$ cat src/rtl/modbus_rtu_request_parser_defines.svh
// assertion macros for the modbus rtu request parser
// expects signals named clk and rst_n in the module that uses them
`ifndef MODBUS_RTU_REQUEST_PARSER_DEFINES_SVH
`define MODBUS_RTU_REQUEST_PARSER_DEFINES_SVH

// checked property, disabled while reset is asserted
`define MRP_ASSERT(lbl, prop, msg) \
  lbl: assert property (@(posedge clk) disable iff (!rst_n) prop) else $error(msg);

// checked property that also holds during reset
`define MRP_ASSERT_ALWAYS(lbl, prop, msg) \
  lbl: assert property (@(posedge clk) prop) else $error(msg);

`endif

$ cat src/rtl/mrp_pkg.sv
// shared types, codes and the crc-16 step for the modbus rtu request parser
// no dependencies
package mrp_pkg;

  localparam logic [15:0] CRC_INIT         = 16'hFFFF;
  localparam logic [15:0] CRC_POLY         = 16'hA001;
  localparam logic [7:0]  STATION_ID_RESET = 8'h01;

  // input operation codes
  localparam logic OP_BYTE  = 1'b0;
  localparam logic OP_CLEAR = 1'b1;

  // result status codes
  localparam logic [2:0] ST_PROGRESS = 3'd0;
  localparam logic [2:0] ST_FRAME_OK = 3'd1;
  localparam logic [2:0] ST_CRC_ERR  = 3'd2;
  localparam logic [2:0] ST_BUSY     = 3'd3;
  localparam logic [2:0] ST_CLEARED  = 3'd4;

  // next field expected
  typedef enum logic [2:0] {
    PH_ID    = 3'd0,
    PH_FUNC  = 3'd1,
    PH_ADDR  = 3'd2,
    PH_COUNT = 3'd3,
    PH_CRC   = 3'd4,
    PH_HOLD  = 3'd5
  } phase_t;

  typedef struct packed {
    logic       op;
    logic [7:0] rx_byte;
  } in_item_t;

  typedef struct packed {
    logic [2:0]  status;
    logic [2:0]  phase;
    logic [7:0]  slave_id;
    logic [7:0]  function_code;
    logic [15:0] start_address;
    logic [16:0] quantity_bytes;
    logic [15:0] received_crc;
  } out_item_t;

  // modbus crc-16 over one byte, reflected, lsb first
  function automatic logic [15:0] crc16_byte(input logic [15:0] crc, input logic [7:0] b);
    logic [15:0] c;
    c = crc ^ {8'h00, b};
    for (int k = 0; k < 8; k++) begin
      if (c[0]) begin
        c = (c >> 1) ^ CRC_POLY;
      end else begin
        c = c >> 1;
      end
    end
    return c;
  endfunction

endpackage

$ cat src/rtl/mrp_parser.sv
// frame parser: phase state, captured fields and running crc, one byte per cycle while push is high
// depends on mrp_pkg and the assertion macro header
`include "modbus_rtu_request_parser_defines.svh"

module mrp_parser
  import mrp_pkg::*;
(
  input  logic      clk,
  input  logic      rst_n,
  input  logic [7:0] station_id,
  input  logic      push,
  input  in_item_t  item,
  output out_item_t result
);

  phase_t      phase_r, phase_nxt;
  logic [3:0]  count_r, count_nxt;
  logic [15:0] crc_r, crc_nxt;
  logic [7:0]  slave_r, slave_nxt;
  logic [7:0]  func_r, func_nxt;
  logic [15:0] addr_r, addr_nxt;
  logic [16:0] qty_r, qty_nxt;
  logic [15:0] fcrc_r, fcrc_nxt;
  logic        held_r, held_nxt;

  // captured values before a possible parser reset
  phase_t      cap_phase;
  logic [3:0]  cap_count;
  logic [15:0] cap_crc;
  logic [7:0]  cap_slave;
  logic [7:0]  cap_func;
  logic [15:0] cap_addr;
  logic [16:0] cap_qty;
  logic [15:0] cap_fcrc;
  logic        cap_held;
  logic        do_clear;
  logic [2:0]  res_status;
  logic [2:0]  res_phase;

  logic [7:0]  b;
  logic [3:0]  count_inc;
  logic [15:0] crc_step;

  assign b         = item.rx_byte;
  assign count_inc = count_r + 4'd1;
  assign crc_step  = crc16_byte(crc_r, b);

  // field capture and phase advance for one transaction
  always_comb begin
    cap_phase  = phase_r;
    cap_count  = count_r;
    cap_crc    = crc_r;
    cap_slave  = slave_r;
    cap_func   = func_r;
    cap_addr   = addr_r;
    cap_qty    = qty_r;
    cap_fcrc   = fcrc_r;
    cap_held   = held_r;
    do_clear   = 1'b0;
    res_status = ST_PROGRESS;
    res_phase  = 3'(phase_r);
    if (item.op == OP_CLEAR) begin
      do_clear   = 1'b1;
      cap_slave  = '0;
      cap_func   = '0;
      cap_addr   = '0;
      cap_qty    = '0;
      cap_fcrc   = '0;
      res_status = ST_CLEARED;
      res_phase  = 3'(PH_ID);
    end else if (held_r) begin
      res_status = ST_BUSY;
      res_phase  = 3'(PH_HOLD);
    end else begin
      case (phase_r)
        PH_ID: begin
          if (b == station_id) begin
            cap_slave = b;
            cap_crc   = crc_step;
            cap_count = count_inc;
            cap_phase = PH_FUNC;
          end
        end
        PH_FUNC: begin
          cap_func  = b;
          cap_crc   = crc_step;
          cap_count = count_inc;
          cap_phase = PH_ADDR;
        end
        PH_ADDR: begin
          cap_addr  = {addr_r[7:0], b};
          cap_crc   = crc_step;
          cap_count = count_inc;
          if (count_inc >= 4'd4) begin
            cap_phase = PH_COUNT;
          end
        end
        PH_COUNT: begin
          cap_crc   = crc_step;
          cap_count = count_inc;
          if (count_inc >= 4'd6) begin
            cap_qty   = {qty_r[7:0], b, 1'b0};
            cap_phase = PH_CRC;
          end else begin
            cap_qty = {1'b0, qty_r[7:0], b};
          end
        end
        PH_CRC: begin
          cap_fcrc  = {fcrc_r[7:0], b};
          cap_count = count_inc;
          if (count_inc >= 4'd8) begin
            // crc goes out low byte first
            if ({fcrc_r[7:0], b} == {crc_r[7:0], crc_r[15:8]}) begin
              cap_held   = 1'b1;
              cap_phase  = PH_HOLD;
              res_status = ST_FRAME_OK;
            end else begin
              do_clear   = 1'b1;
              res_status = ST_CRC_ERR;
            end
          end
        end
        default: begin
          // unreachable phase, fall back to waiting for an id
          do_clear  = 1'b1;
          cap_slave = '0;
          cap_func  = '0;
          cap_addr  = '0;
          cap_qty   = '0;
          cap_fcrc  = '0;
        end
      endcase
      if (res_status == ST_PROGRESS) begin
        res_phase = do_clear ? 3'(PH_ID) : 3'(cap_phase);
      end else if (res_status == ST_CRC_ERR) begin
        res_phase = 3'(PH_ID);
      end else begin
        res_phase = 3'(PH_HOLD);
      end
    end
  end

  // next state, parser reset on clear, crc error or an unreachable phase
  always_comb begin
    if (do_clear) begin
      phase_nxt = PH_ID;
      count_nxt = '0;
      crc_nxt   = CRC_INIT;
      slave_nxt = '0;
      func_nxt  = '0;
      addr_nxt  = '0;
      qty_nxt   = '0;
      fcrc_nxt  = '0;
      held_nxt  = 1'b0;
    end else begin
      phase_nxt = cap_phase;
      count_nxt = cap_count;
      crc_nxt   = cap_crc;
      slave_nxt = cap_slave;
      func_nxt  = cap_func;
      addr_nxt  = cap_addr;
      qty_nxt   = cap_qty;
      fcrc_nxt  = cap_fcrc;
      held_nxt  = cap_held;
    end
  end

  // result for this transaction
  always_comb begin
    result.status         = res_status;
    result.phase          = res_phase;
    result.slave_id       = cap_slave;
    result.function_code  = cap_func;
    result.start_address  = cap_addr;
    result.quantity_bytes = cap_qty;
    result.received_crc   = cap_fcrc;
  end

  // parser state registers
  always_ff @(posedge clk) begin
    if (!rst_n) begin
      phase_r <= PH_ID;
      count_r <= '0;
      crc_r   <= CRC_INIT;
      slave_r <= '0;
      func_r  <= '0;
      addr_r  <= '0;
      qty_r   <= '0;
      fcrc_r  <= '0;
      held_r  <= 1'b0;
    end else if (push) begin
      phase_r <= phase_nxt;
      count_r <= count_nxt;
      crc_r   <= crc_nxt;
      slave_r <= slave_nxt;
      func_r  <= func_nxt;
      addr_r  <= addr_nxt;
      qty_r   <= qty_nxt;
      fcrc_r  <= fcrc_nxt;
      held_r  <= held_nxt;
    end
  end

  // held frame always sits in the holding phase
  `MRP_ASSERT(a_held_phase, held_r == (phase_r == PH_HOLD), "held flag and phase disagree")
  // waiting for an id means no byte has been counted
  `MRP_ASSERT(a_id_count, (phase_r == PH_ID) |-> (count_r == 4'd0), "byte count not clear at id")
  // crc bytes only follow the six covered bytes
  `MRP_ASSERT(a_crc_count, (phase_r == PH_CRC) |-> (count_r == 4'd6 || count_r == 4'd7),
              "byte count out of step in crc phase")

endmodule

$ cat src/rtl/mrp_out_buf.sv
// result register with a skid stage so input and output stall independently
// depends on mrp_pkg and the assertion macro header
`include "modbus_rtu_request_parser_defines.svh"

module mrp_out_buf
  import mrp_pkg::*;
(
  input  logic      clk,
  input  logic      rst_n,
  input  logic      push,
  input  out_item_t push_data,
  output logic      full,
  output logic      out_valid,
  input  logic      out_stall,
  output out_item_t out_data
);

  logic      out_valid_r, out_valid_nxt;
  logic      skid_valid_r, skid_valid_nxt;
  out_item_t out_data_r, out_data_nxt;
  out_item_t skid_data_r, skid_data_nxt;
  logic      pop;
  logic      out_free;

  assign pop      = out_valid_r & ~out_stall;
  assign out_free = pop | ~out_valid_r;
  assign full     = skid_valid_r;

  // refill the output register from the skid stage first
  always_comb begin
    out_valid_nxt  = out_valid_r;
    out_data_nxt   = out_data_r;
    skid_valid_nxt = skid_valid_r;
    skid_data_nxt  = skid_data_r;
    if (out_free) begin
      if (skid_valid_r) begin
        out_valid_nxt  = 1'b1;
        out_data_nxt   = skid_data_r;
        skid_valid_nxt = 1'b0;
      end else begin
        out_valid_nxt = push;
        if (push) begin
          out_data_nxt = push_data;
        end
      end
    end else if (push) begin
      skid_valid_nxt = 1'b1;
      skid_data_nxt  = push_data;
    end
  end

  always_ff @(posedge clk) begin
    if (!rst_n) begin
      out_valid_r  <= 1'b0;
      skid_valid_r <= 1'b0;
    end else begin
      out_valid_r  <= out_valid_nxt;
      skid_valid_r <= skid_valid_nxt;
    end
  end

  always_ff @(posedge clk) begin
    out_data_r  <= out_data_nxt;
    skid_data_r <= skid_data_nxt;
  end

  assign out_valid = out_valid_r;
  assign out_data  = out_data_r;

  // skid entry is never occupied ahead of the output register
  `MRP_ASSERT(a_skid_order, skid_valid_r |-> out_valid_r, "skid holds data with output empty")
  // a transaction arriving behind a stalled result lands in the skid stage
  `MRP_ASSERT(a_skid_fill, (push && out_valid_r && out_stall) |=> skid_valid_r,
              "transaction lost behind stalled result")
  // the skid stage drains into the output as soon as the output moves
  `MRP_ASSERT(a_skid_drain, (skid_valid_r && !out_stall) |=> (out_valid_r && !skid_valid_r),
              "skid stage did not drain")

endmodule

$ cat src/rtl/modbus_rtu_request_parser.sv
// top level of the modbus rtu request parser: station id register, parser, result buffer
// depends on mrp_pkg, mrp_parser and mrp_out_buf
//
// Usage
//   Input channel (in_valid, in_stall, in_data): one transaction per received
//   byte (op 0) or a clear (op 1). Every transaction yields exactly one result
//   on the output channel (out_valid, out_stall, out_data) in the same order.
//   A transaction accepted at a clock edge lands in out_data at that edge, or
//   in the skid stage if the output is stalled. Throughput is one transaction
//   per cycle while in_stall is low; the crc over a byte's eight bits is combinational.
//   cfg_wr_en / cfg_wr_data write the station id, taken at the clock edge;
//   write it only while no transaction is in flight.
//   Reset (rst_n low at a clock edge) sets the station id to 1, the parser to
//   waiting for an id, the crc to 0xFFFF and empties the result buffer.
//   When the receiver stalls, the current result holds and one more
//   transaction is taken into a skid stage; in_stall then rises until the
//   output moves again, so no result is dropped or repeated.
module modbus_rtu_request_parser
  import mrp_pkg::*;
(
  input  logic       clk,
  input  logic       rst_n,
  input  logic       cfg_wr_en,
  input  logic [7:0] cfg_wr_data,
  input  logic       in_valid,
  output logic       in_stall,
  input  in_item_t   in_data,
  output logic       out_valid,
  input  logic       out_stall,
  output out_item_t  out_data
);

  logic [7:0] station_id_r;
  logic       push;
  logic       buf_full;
  out_item_t  parse_result;

  // station id register
  always_ff @(posedge clk) begin
    if (!rst_n) begin
      station_id_r <= STATION_ID_RESET;
    end else if (cfg_wr_en) begin
      station_id_r <= cfg_wr_data;
    end
  end

  // input transaction accept
  assign in_stall = buf_full;
  assign push     = in_valid & ~buf_full;

  mrp_parser u_parser (
    .clk        (clk),
    .rst_n      (rst_n),
    .station_id (station_id_r),
    .push       (push),
    .item       (in_data),
    .result     (parse_result)
  );

  mrp_out_buf u_out_buf (
    .clk       (clk),
    .rst_n     (rst_n),
    .push      (push),
    .push_data (parse_result),
    .full      (buf_full),
    .out_valid (out_valid),
    .out_stall (out_stall),
    .out_data  (out_data)
  );

endmodule

$ cat config.mk
export PLATFORM = sky130hd
export DESIGN_NAME = modbus_rtu_request_parser
export DESIGN_NICKNAME = d
export VERILOG_FILES = /design/src/rtl/mrp_pkg.sv /design/src/rtl/mrp_parser.sv /design/src/rtl/mrp_out_buf.sv /design/src/rtl/modbus_rtu_request_parser.sv
export VERILOG_INCLUDE_DIRS = /design/src /design/src/rtl
export SDC_FILE = /design/constraint.sdc
export NUM_CORES = 1
export LEC_CHECK = 0
export ABC_AREA = 1
export BUFFER_PORTS_ARGS = -buffer_cell sky130_fd_sc_hd__buf_2
export CORE_MARGIN = 2
export CORE_UTILIZATION = 55
export DETAILED_ROUTE_END_ITERATION = 8
export PLACE_DENSITY = 0.73
export REMOVE_ABC_BUFFERS = 1
export SYNTH_ARGS = -nofsm -noshare
export SYNTH_HDL_FRONTEND = slang
export SYNTH_HIERARCHICAL = 1
export SYNTH_SLANG_ARGS = --single-unit
export TNS_END_PERCENT = 30
$ cat constraint.sdc
create_clock -name clk -period 6.4 [get_ports clk]
set_clock_uncertainty 0.2 [all_clocks]
set_input_delay 0.32 -clock clk [delete_from_list [all_inputs] [get_ports clk]]
set_output_delay 0.32 -clock clk [all_outputs]
set_load 0.02 [all_outputs]
Word-level counts from Yosys, hierarchy flattened

Index checks and enable logic that the tools add are counted.

Add/subtract/negate cells: 1
Magnitude comparators: 3
Eq/ne operators: 10
Multiplexer cells: 77
Bitwise gates (word level): 17
Reduce and logical (&&, ||, !) cells: 18

Operator list:

| operator                                             | count |
|---|---|
| 2-to-1 mux 16 bit                                    | 18 |
| 2-to-1 mux 71 bit                                    | 2 |
| one-hot mux 16 bit (2 select lines)                  | 3 |
| 2-to-1 mux 17 bit                                    | 4 |
| 2-to-1 mux 3 bit                                     | 19 |
| 2-to-1 mux 8 bit                                     | 7 |
| one-hot mux 17 bit (2 select lines)                  | 1 |
| one-hot mux 8 bit (2 select lines)                   | 2 |
| NOT 2 -> 3 bit                                       | 8 |
| OR reduction 4 bit                                   | 5 |
| == test 16 bit                                       | 1 |
| 2-to-1 mux 4 bit                                     | 4 |
| XOR 16 x 8 -> 16 bit                                 | 1 |
| one-hot mux 3 bit (5 select lines)                   | 1 |
| 2-to-1 mux 1 bit                                     | 13 |
| AND reduction 5 bit                                  | 2 |
| == test 3 x 2 -> 1 bit (second input constant)       | 3 |
| == test 8 bit                                        | 1 |
| >= comparator 4 x 3 -> 1 bit (second input constant) | 2 |
| one-hot mux 4 bit (2 select lines)                   | 1 |
| zero test 3 bit                                      | 2 |
| AND reduction 2 bit                                  | 3 |
| nonzero test 3 bit                                   | 2 |
| NOT 1 bit                                            | 5 |
| other kinds (15)                                     | 16 |

Register bits after elaboration: 241
Input port bits: 22
Output and inout port bits: 73
Word-level logic and storage cells: 152

Depth between registers and ports, before layout

Gate-level depths: netlist (run 1).

Word-level depth: 22
Mapped depth: 16
Gate-level depth less buffers: 15

By module

Netlist (run 1), hierarchy kept.

Modules (own cells, without submodules):

| module                    | instances | cells each | area an instance (µm²) | seq. area each (µm²) |
|---|---|---|---|---|
| mrp_parser                | 1         | 903        | 5660.4                 | 1781.7 |
| mrp_out_buf               | 1         | 380        | 5356.4                 | 4304.1 |
| modbus_rtu_request_parser | 1         | 52         | 347.8                  | 160.2 |

Worst setup path after synthesis (run 1)

Ideal clock, no wire load.

Path kind: reg2reg
From: register u_out_buf.skid_valid_r, in the netlist u_out_buf/full
To: register u_out_buf.out_data_r, in the netlist u_out_buf/out_data[0] (enable)
Setup time: 524 ps
Arrival time: 4269 ps
Required time: 5676 ps
Path slack: 1407 ps
Cell stages (with the launch flop): 5
Path buffers: 2
Period minus slack after synthesis: 4993 ps
Path through: dfxtp_1 > buf_6 > buf_8 > nor2_1 > a21oi_1

Word-level cells in the longest chain between the ends: 4

RTL lines:

| element                                  | RTL line                        | RTL |
|---|---|---|
| start, declared                          | mrp_out_buf.sv:19               | `logic skid_valid_r, skid_valid_nxt;` |
| start signal, assigned                   | mrp_out_buf.sv:58               | `skid_valid_r <= skid_valid_nxt;` |
| NOT 1 bit                                | modbus_rtu_request_parser.sv:49 | `assign push = in_valid & ~buf_full;` |
| AND 1 bit                                | modbus_rtu_request_parser.sv:49 |  |
| nonzero test 2 bit (no source line) (*)  | n/a                             |  |
| AND reduction 2 bit (no source line) (*) | n/a                             |  |
| end signal, assigned                     | mrp_out_buf.sv:63               | `out_data_r <= out_data_nxt;` |
| end, declared                            | mrp_out_buf.sv:20               | `out_item_t out_data_r, out_data_nxt;` |

Every way passes the cells marked *; elsewhere a longest branch is shown, timed or not.
A chain may end at the register's enable or synchronous reset.

Final worst setup path (run 1)

From: register u_parser.held_r
To: register u_parser.qty_r[13]

Word-level cells in the longest chain between the ends: 3
Elaborated cells between the ends (all ways): 5
Those cells by class: mux: 5

RTL lines:

| element                                                      | RTL line          | RTL |
|---|---|---|
| start, declared                                              | mrp_parser.sv:24  | `logic held_r, held_nxt;` |
| start signal, assigned                                       | mrp_parser.sv:200 | `held_r <= held_nxt;` |
| 2-to-1 mux 17 bit / 2-to-1 mux 1 bit (equally long branches) | mrp_parser.sv:71  | `end else if (held_r) begin` |
| 2-to-1 mux 17 bit / 2-to-1 mux 1 bit (equally long branches) | mrp_parser.sv:62  | `if (item.op == OP_CLEAR) begin` |
| 2-to-1 mux 17 bit (*)                                        | mrp_parser.sv:145 | `if (do_clear) begin` |
| end signal, assigned                                         | mrp_parser.sv:198 | `qty_r <= qty_nxt;` |
| end, declared                                                | mrp_parser.sv:22  | `logic [16:0] qty_r, qty_nxt;` |

Marks and branches as above.

==> impl_metrics.py, run 1 <==
metrics = {
    "run_status": {
        "outcome": "finished, final reports clean",
    },
    "sta": {
        "fmax_ghz": 0.219,
        "setup_viol": 0,
        "fin_crit_sh_pct": 71.5,
        "drv_slew": 0,
        "fin_hold_ws_ps": 45.1,
        "rsz0062_at_grt": "false",
        "final.setup.tns_ps": 0,
        "period_needed_ps": 4570,
        "tightestPinTransition_ps": 1060,
        "slew_headroom_pct": 29.0,
        "finalHoldViolCount": 0,
    },
    "clock_network": {
        "clk-insertion-delay-late_ps": 530,
        "post_cts_resized": 0,
        "cts_inserted_buffers": 25,
        "clockRootBuffer": "clkbuf_16",
        "postCtsSetupRepairBufs": 0,
        "cts_num_sinks": 241,
        "ctsHoldBuffers": 18,
        "cts.clk_slew.worst_paths_ps": 60,
        "clock_path_buffers": 3,
        "cts_tree": "yes",
        "cts_htree_levels": 1,
    },
    "global_route": {
        "antenna_found_initial": 0,
        "grt_overflow": 0,
        "grt.total_usage_pct": 21.9,
        "grt_first_pass_wirelength_mm": 39.5,
        "grt_max_degree": 93,
        "grt_pass1_vias": 7937,
    },
    "yosys": {
        "synth_xor_area_share_pct": 1.93,
        "synthSimpleGateAreaFrac_pct": 19.4,
        "synth_edf_count": 142,
        "ys_seq_area_share_pct": 55.0,
        "synth_top_family_by_area": "simple AND/OR/NAND/NOR gates",
        "synth_cell_types": 39,
        "synth_area_um2": 11400,
        "ys.flop_type": "edfxtp_1",
        "ys_ff_latch": 241,
        "syn_inst": 1335,
        "synth_fa_ha_area_share_pct": 0.110,
        "synth_compound_area_share_pct": 13.8,
        "yosysWarnings": 6,
        "avgSynthCellArea_um2": 8.51,
        "synthMuxAreaShare_pct": 0,
        "async_flop_share_pct": 0,
    },
    "die": {
        "coreArea_um2": 20200,
        "io-pin-count": 95,
        "die_x_um": 148,
        "fp.dieH_um": 148,
        "die_area_um2": 21800,
        "initial_core_util_pct": 56.2,
        "rows": 52,
    },
    "finish": {
        "layout-drive-gt1-share_pct": 12.7,
        "layout.nets": 1430,
        "synthToLayoutAreaGrowth_pct": 12.6,
        "final_cells": 1696,
        "antenna_cells": 0,
        "final_util_pct": 63.2,
    },
    "worst_setup_path": {
        "arrival_ps": 4820,
        "cp.buffers_inverters": 3,
        "slowest_delay_ps": 900,
        "cp_max_fo": 42,
        "critPathTopFamily": "buffers and inverters",
        "start_kind": "register",
        "path_class": "reg2reg",
        "rrSetupSlack_ps": 1830,
        "slowest_stage": "clkinv_1",
        "required_ps": 6650,
        "worstPathCellList": "inv_2 > nor2_1 > clkinv_1 > a21oi_4 > buf_4 > nand2_1 > a21oi_1",
        "crit_path_end_kind": "register",
    },
    "detailed_routing": {
        "totalWireLength_mm": 24.4,
        "drc": 0,
        "via_per_inst": 5.23,
        "drtPass1Iterations": 8,
        "dr_total_vias": 8864,
        "wl_per_cell_um": 14.4,
        "ant_nets": 0,
        "drtIter0Drc": 903,
    },
    "flow_run": {
        "max_cap_violations": 0,
    },
    "placed_design": {
        "dp_cells": 1632,
        "place.gp.congestion": 0.910,
        "io_buffer_count": 94,
        "dp_hpwl_mm": 15.2,
    },
    "power_and_ir_drop": {
        "p_leak_nw": 4.83,
        "finalPower_w": 0.00344,
        "power-per-cell-area_nw_per_um2": 269,
        "vdd_drop_max_v": 0.000214,
    },
    "min_path": {
        "hold_path_class": "in2reg",
    },
}
-- state kept, by name, summed over array words and instances, names as in the netlist --
register / count
station_id_r: 8
u_out_buf/full: 1
u_out_buf/out_data: 71
u_out_buf/out_valid: 1
u_out_buf/skid_data_r: 71
u_parser/addr_r: 16
u_parser/count_r: 4
u_parser/crc_r: 16
u_parser/fcrc_r: 16
u_parser/func_r: 8
u_parser/held_r: 1
u_parser/phase_r: 3
u_parser/qty_r: 17
u_parser/slave_r: 8
-- layout make-up --
class | instances | area [um2]
Clock buffer | 33 | 686
Multi-Input combinational cell | 849 | 4020
Clock inverter | 13 | 151
Fill cell | 1730 | 7440
Sequential cell | 241 | 6250
Inverter | 170 | 641
Tap cell | 270 | 338
Timing Repair Buffer | 120 | 711
-- per-layer routing --
metal  share of wire (%)  global-route usage [%]
met5                   0                       0
met2                  47                    36.0
met4                 1.6                    5.82
met3                 5.7                    3.12
met1                  45                    30.8
-- tightest hold or removal path, cell delays in order --
cell and delay (ps):
buf_2 200, nand2_2 100, nand2_1 50, nor2_2 70
-- placed cells by master (no fill, tap or decap), drive strengths merged --
cell type / instances
clkinvlp: 2
o21ai: 140
a21boi: 2
ha: 1
clkbuf: 33
inv: 170
a41o: 2
a211oi: 1
xnor2: 7
nor2: 64
edfxtp: 142
nor3: 3
nand3: 64
nand2: 404
or2: 3
o21bai: 1
buf: 102
o22ai: 41
xor2: 18
dfxtp: 99
dlygate4sd3: 18
clkinv: 8
nand4: 1
bufinv: 3
a21oi: 96
and3: 1
-- path summary, 6_finish.rpt --
kind                  startpoint                  end  depth (start not counted)
max              u_parser/held_r   u_parser/qty_r[13]                          7
min                    cfg_wr_en      station_id_r[3]                          4
max reg2reg      u_parser/held_r   u_parser/qty_r[13]                          7
min reg2reg  u_parser/fcrc_r[11]  u_parser/fcrc_r[11]                          2
-- power by group --
part / switching (W) / total [W] / internal (W) / leakage [nW]
clock network: 0.000586 / 0.00146 / 0.000877 / 0.402
registers: 0.0000226 / 0.00171 / 0.00169 / 2.20
logic: 0.000187 / 0.000262 / 0.0000755 / 2.23
-- metrics by stage --
stage                     setup slack (ps)  cell area (um2)
after floorplan                       -531            10900
after global placement                2100            11800
final                                 1830            12800
after detailed placement              1990            11800
after global routing                  1610            12800
after CTS                             1920            12800
-- Yosys cell counts, types with 2 or more instances --
cell type	n	area, um2
nor3_4	2	32.5
clkinv_1	2	7.51
nand3_1	63	315
buf_2	15	75.1
a21boi_0	2	15.0
nor2_1	63	236
o22ai_2	10	125
dfxtp_1	99	1980
buf_4	5	37.5
xor2_1	18	158
inv_1	158	593
o21ai_2	2	17.5
o22ai_1	31	194
a41o_1	2	20.0
a21oi_1	95	475
edfxtp_1	142	4260
clkbuf_1	34	128
inv_2	9	33.8
xnor2_1	7	61.3
o21ai_0	124	621
buf_6	19	214
or2_2	2	12.5
nand2_2	3	18.8
nand2_1	396	1490
o21ai_1	14	70.1
nand2_4	5	56.3
-- logic make-up after synthesis --
logic type	Yosys count
buffers and inverters	245
AO/OA/AOI/OAI	283
flip-flops	241
AND/OR/NAND/NOR	540
XOR/XNOR	25
adder cells (fa/ha/maj)	1
No activity file was read; power rests on OpenSTA's default activity.
==> inputs of run 2 (changes only) <==
- ABC_AREA: 1 -> 0
- clock period: 6.4 -> 4.3 ns (I/O delays scaled with it)
==> run 2 against run 1 <==
Effect of this change:
- die area down 0.68%
- critical endpoint is now u_out_buf/out_data[67]
- worst setup slack worse by 550 ps
- core utilization rose by 0.57 points
- critical path depth is 1 higher
- global-route usage up 0.17 points
- hold slack gained 110 ps
- register-to-register slack lost 550 ps
- sequential power up 48%
==> impl_metrics.py, run 2 <==
metrics = {
    "clock_network": {
        "cts_htree_levels": 1,
        "clockRootBuffer": "clkbuf_16",
        "cts_tree": "yes",
        "clock_path_buffers": 3,
        "postCtsSetupRepairBufs": 0,
        "cts.clk_slew.worst_paths_ps": 60,
        "cts_inserted_buffers": 25,
        "clk-insertion-delay-late_ps": 510,
        "cts_num_sinks": 241,
        "post_cts_resized": 0,
    },
    "worst_setup_path": {
        "arrival_ps": 3200,
        "start_kind": "register",
        "reg2reg_from": "u_parser/count_r[1]",
        "crit_start": "u_parser/count_r[1]",
        "path_class": "reg2reg",
        "cp_max_fo": 16,
        "crit_path_end_kind": "register",
        "required_ps": 4480,
    },
    "global_route": {
        "grt_first_pass_wirelength_mm": 38.7,
        "antenna_found_initial": 0,
        "grt_max_degree": 58,
        "grt_pass1_vias": 7343,
        "grt.total_usage_pct": 22.1,
        "grt_overflow": 0,
    },
    "yosys": {
        "synth_area_um2": 11300,
        "synth_edf_count": 142,
        "async_flop_share_pct": 0,
        "yosysTopAreaCell": "edfxtp_1",
        "ys_seq_area_share_pct": 55.3,
        "synth_cell_types": 65,
        "ys_ff_latch": 241,
        "yosysMostFrequentCell": "edfxtp_1",
        "synth_top_area_share_pct": 37.8,
        "syn_inst": 954,
        "synthTopCellsByArea": "edfxtp_1, dfxtp_1, mux2_4",
        "ys.flop_type": "edfxtp_1",
        "avgSynthCellArea_um2": 11.8,
        "yosysWarnings": 6,
        "synth_commonest_cells": "edfxtp_1, dfxtp_1, nand2_1, mux2_4, nand3_1",
    },
    "finish": {
        "layout.nets": 1062,
        "final_common_cell": "edfxtp_1",
        "layout-drive-gt1-share_pct": 23.8,
        "final_util_pct": 63.8,
        "antenna_cells": 0,
        "mostFrequentLayoutCells": "edfxtp_1, dfxtp_1, buf_2",
        "synthToLayoutAreaGrowth_pct": 14.0,
    },
    "min_path": {
        "min_from": "rst_n",
        "hold_path_class": "in2reg",
    },
    "sta": {
        "fmax_ghz": 0.331,
        "tightestPinTransition_ps": 1190,
        "fin_crit_sh_pct": 70.3,
        "setup_viol": 0,
        "drv_slew": 0,
        "rsz0062_at_grt": "false",
        "slew_headroom_pct": 20.6,
        "period_needed_ps": 3020,
        "final.setup.tns_ps": 0,
        "finalHoldViolCount": 0,
    },
    "die": {
        "die_x_um": 147,
        "fp.dieH_um": 147,
        "rows": 52,
        "io-pin-count": 95,
        "coreArea_um2": 20200,
        "initial_core_util_pct": 55.9,
        "die_area_um2": 21700,
    },
    "power_and_ir_drop": {
        "p_leak_nw": 4.66,
        "power-per-cell-area_nw_per_um2": 394,
        "vdd_drop_max_v": 0.000271,
    },
    "detailed_routing": {
        "via_per_inst": 5.82,
        "drc": 0,
        "wl_per_cell_um": 18.1,
        "dr_total_vias": 7719,
        "totalWireLength_mm": 24.1,
        "drtPass1Iterations": 5,
        "drtIter0Drc": 641,
        "ant_nets": 0,
    },
    "run_status": {
        "outcome": "finished, final reports clean",
    },
    "placed_design": {
        "io_buffer_count": 94,
        "place.gp.congestion": 0.906,
        "dp_hpwl_mm": 14.7,
    },
    "flow_run": {
        "max_cap_violations": 0,
    },
}
==> run 2: layout make-up <==
type	instances	area (um2)
Clock inverter	10	113
Timing Repair Buffer	132	848
Fill cell	1597	7300
Multi-Input combinational cell	634	4590
Tap cell	270	338
Clock buffer	35	713
Sequential cell	241	6250
Inverter	5	18.8
==> run 2: power by group <==
group          internal [W]  switching, W  total (W)
registers           0.00250     0.0000276    0.00253
clock network       0.00128      0.000865    0.00214
logic              0.000145      0.000255   0.000399
total               0.00393       0.00115    0.00508
==> run 2: metal layers <==
metal	global-route usage, %	share of wire [%]
met1	30.6	44
met2	36.8	48
met3	2.83	5.8
met4	6.44	2.3
met5	0	0
==> run 2: what timing repair did <==
action | in CTS | in global routing
hold endpoints to repair | 22 | 0
hold buffers | 27 | 0
endpoints found under the setup margin | 0 | 0
==> run 2: final timing paths <==
kind                                  to  slack, ps  cells after the start
setup / recovery  u_out_buf/out_data[67]       1280                      8
hold / removal        u_parser/crc_r[13]        160                      2
setup reg to reg  u_out_buf/out_data[67]       1280                      8
hold reg to reg      u_parser/fcrc_r[11]        260                      2
==> run 2: critical path: stages, from the launching register on <==
cell and delay [ps]:
dfxtp_1 350, ha_1 210, xor2_1 240, and2_0 600, nor2_1 230, or3_1 410
and2_1 170, o31ai_1 270, mux2_2 210
==> run 2: logic make-up (layout without fill, tap and decap cells) <==
logic type	after synthesis	after routing	share of synthesized area, %
AO/OA/AOI/OAI	229	229	13.6
XOR/XNOR	47	47	3.97
adder cells (fa/ha/maj)	1	1	0.111
buffers and inverters	79	182	4.26
flip-flops	241	241	55.3
multiplexers	79	79	10.1
AND/OR/NAND/NOR	278	278	12.6
==> run 2: stage by stage <==
step                worst slack, ps  instances  area (um2)  hold slack (ps)  total power, W
floorplan                     -3790        880       10800             76.9         0.00282
global placement               1410       1255       11800              229         0.00295
detailed placement             1330       1255       11800              236         0.00296
CTS                            1310       1327       12900              153         0.00511
global route                    991       1327       12900              237         0.00524
finish                         1280       1327       12900              157         0.00508
==> inputs of run 3 (changes only) <==
- clock period: 4.3 -> 2.93 ns (I/O delays scaled with it)
==> run 3 against run 2 <==
Effect of this change:
- sequential power increased by 47%
- hold slack got worse by 130 ps
- non-clock buffer count increased by 21
- clock power increased by 38%
- register-to-register slack got worse by 1100 ps
- global-route usage increased by 0.72 points
- worst setup slack got worse by 1100 ps
==> impl_metrics.py, run 3 (synthesis results as in run 2) <==
metrics = {
    "flow_run": {
        "max_cap_violations": 0,
    },
    "detailed_routing": {
        "dr_total_vias": 7707,
        "via_per_inst": 5.72,
        "wl_per_cell_um": 18.3,
        "drc": 0,
        "drtIter0Drc": 781,
        "totalWireLength_mm": 24.7,
        "ant_nets": 0,
        "drtPass1Iterations": 6,
    },
    "clock_network": {
        "cts_tree": "yes",
        "clock_path_buffers": 3,
        "postCtsSetupRepairBufs": 0,
        "cts.clk_slew.worst_paths_ps": 60,
        "cts_num_sinks": 241,
        "cts_inserted_buffers": 25,
        "clockRootBuffer": "clkbuf_16",
        "clk-insertion-delay-late_ps": 520,
        "cts_htree_levels": 1,
    },
    "global_route": {
        "grt_first_pass_wirelength_mm": 39.9,
        "grt_max_degree": 38,
        "grt_overflow": 0,
        "grt.total_usage_pct": 22.8,
        "grt_pass1_vias": 7530,
        "antenna_found_initial": 0,
    },
    "sta": {
        "fin_crit_sh_pct": 95.2,
        "final.setup.tns_ps": 0,
        "finalHoldViolCount": 0,
        "fmax_ghz": 0.358,
        "worst_slack_ps": 139,
        "tightestPinTransition_ps": 1250,
        "drv_slew": 0,
        "period_needed_ps": 2790,
        "slew_headroom_pct": 15.9,
        "setup_viol": 0,
        "rsz0062_at_grt": "true",
    },
    "worst_setup_path": {
        "path_class": "in2reg",
        "slowest_delay_ps": 510,
        "cp_max_fo": 10,
        "reg2reg_from": "u_parser/count_r[0]",
        "required_ps": 3000,
        "slowest_stage": "dlygate4sd3_1",
        "reg2reg_depth": 9,
        "arrival_ps": 2860,
        "critPathTopFamily": "buffers and inverters",
        "crit_path_end_kind": "register",
        "start_kind": "input port",
        "cp.buffers_inverters": 2,
        "rr_endpoint": "u_out_buf/out_data[67]",
        "rrSetupSlack_ps": 170,
        "worstPathCellList": "dlygate4sd3_1 > buf_2 > xor2_1 > nor4_1 > and2_1 > a21boi_1 > o21ba_2 > a22o_1 > mux2_4",
    },
    "die": {
        "rows": 52,
        "die_area_um2": 21700,
        "die_x_um": 147,
        "coreArea_um2": 20200,
        "fp.dieH_um": 147,
        "io-pin-count": 95,
        "initial_core_util_pct": 55.9,
    },
    "power_and_ir_drop": {
        "p_sw_w": 0.00166,
        "internal-power_w": 0.00561,
        "p_leak_nw": 4.77,
        "power-per-cell-area_nw_per_um2": 560,
        "vdd_drop_max_v": 0.000437,
        "p_sw_share_pct": 22.8,
        "seq_power_share_pct": 51.2,
        "finalPower_w": 0.00726,
        "power_frac_clock_pct": 40.6,
        "p_comb_share_pct": 8.3,
    },
    "placed_design": {
        "place.gp.congestion": 0.928,
        "dp_hpwl_mm": 15.5,
        "io_buffer_count": 94,
        "dp_cells": 1274,
        "dp_slack_ps": 211,
    },
    "finish": {
        "mostFrequentLayoutCells": "edfxtp_1, dfxtp_1, buf_2",
        "antenna_cells": 0,
        "layout.nets": 1083,
        "nFillCells": 1581,
        "final_common_cell": "edfxtp_1",
        "synthToLayoutAreaGrowth_pct": 14.8,
        "final_cells": 1348,
        "final_util_pct": 64.2,
        "layout-drive-gt1-share_pct": 25.3,
    },
    "min_path": {
        "min_from": "in_data[2]",
        "hold_path_class": "in2reg",
        "min_to": "u_parser/slave_r[2]",
        "hold_depth": 4,
    },
    "run_status": {
        "outcome": "finished, final reports clean",
    },
}
-- run 3: worst max-delay path by stage --
stage                                   start  cells past startpoint                     end
after floorplan                u_out_buf/full                      3   u_out_buf/out_data[0]
after global placement    u_parser/count_r[0]                      9  u_out_buf/out_data[67]
after detailed placement           in_data[6]                      8  u_out_buf/out_data[57]
after CTS                 u_parser/count_r[1]                      9  u_out_buf/out_data[67]
after global routing      u_parser/count_r[1]                      9  u_out_buf/out_data[67]
final                              in_data[6]                      9  u_out_buf/out_data[61]
-- run 3: metrics by stage --
step,hold slack (ps),area [um2]
floorplan,8.44,10800
global placement,158,11900
detailed placement,167,11900
CTS,5.09,13000
global route,40.0,13000
finish,29.5,13000
-- run 3: final cells by class --
class                      count  area (um2)  share of cell area, %
multi-input combinational    634        4590                   35.4
tap                          270         338                   2.61
sequential                   241        6250                   48.2
clock inverter                11        52.6                  0.406
clock buffer                  34         721                   5.56
inverter                       5        18.8                  0.145
timing repair buffer         153         986                   7.61
-- run 3: timing repair --
item | 4_1_cts | 5_1_grt
setup endpoints to repair | 0 | 2
endpoints found under the hold margin | 31 | 0
hold buffers | 29 | 0
gates resized for setup | 0 | 2
-- run 3: worst register-to-register path: cells and delay by family, from the launching register on --
kind                     cells  cell delay (ps)
AND/OR/NAND/NOR              4              900
flip-flops                   1              350
XOR/XNOR                     1              310
AO/OA/AOI/OAI                1              250
adder cells (fa/ha/maj)      1              210
multiplexers                 1              210
buffers and inverters        1              200
-- run 3: metal layers --
layer	global-route usage (%)	wire length, um	vias up	part of all wire (%)
li1	-	-	3676	-
met1	32.3	11100	3739	45
met2	38.1	11800	259	48
met3	2.48	1460	33	5.9
met4	5.43	424	0	1.7
met5	0	0	-	0
-- run 3: power groups by stage --
stage	clock [W]	sequential [W]	combinational, W
after global placement	0	0.00379	0.000557
after global routing	0.00314	0.00372	0.000639
after floorplan	0	0.00388	0.000254
after detailed placement	0	0.00379	0.000562
final	0.00295	0.00372	0.000601
after CTS	0.00302	0.00372	0.000598
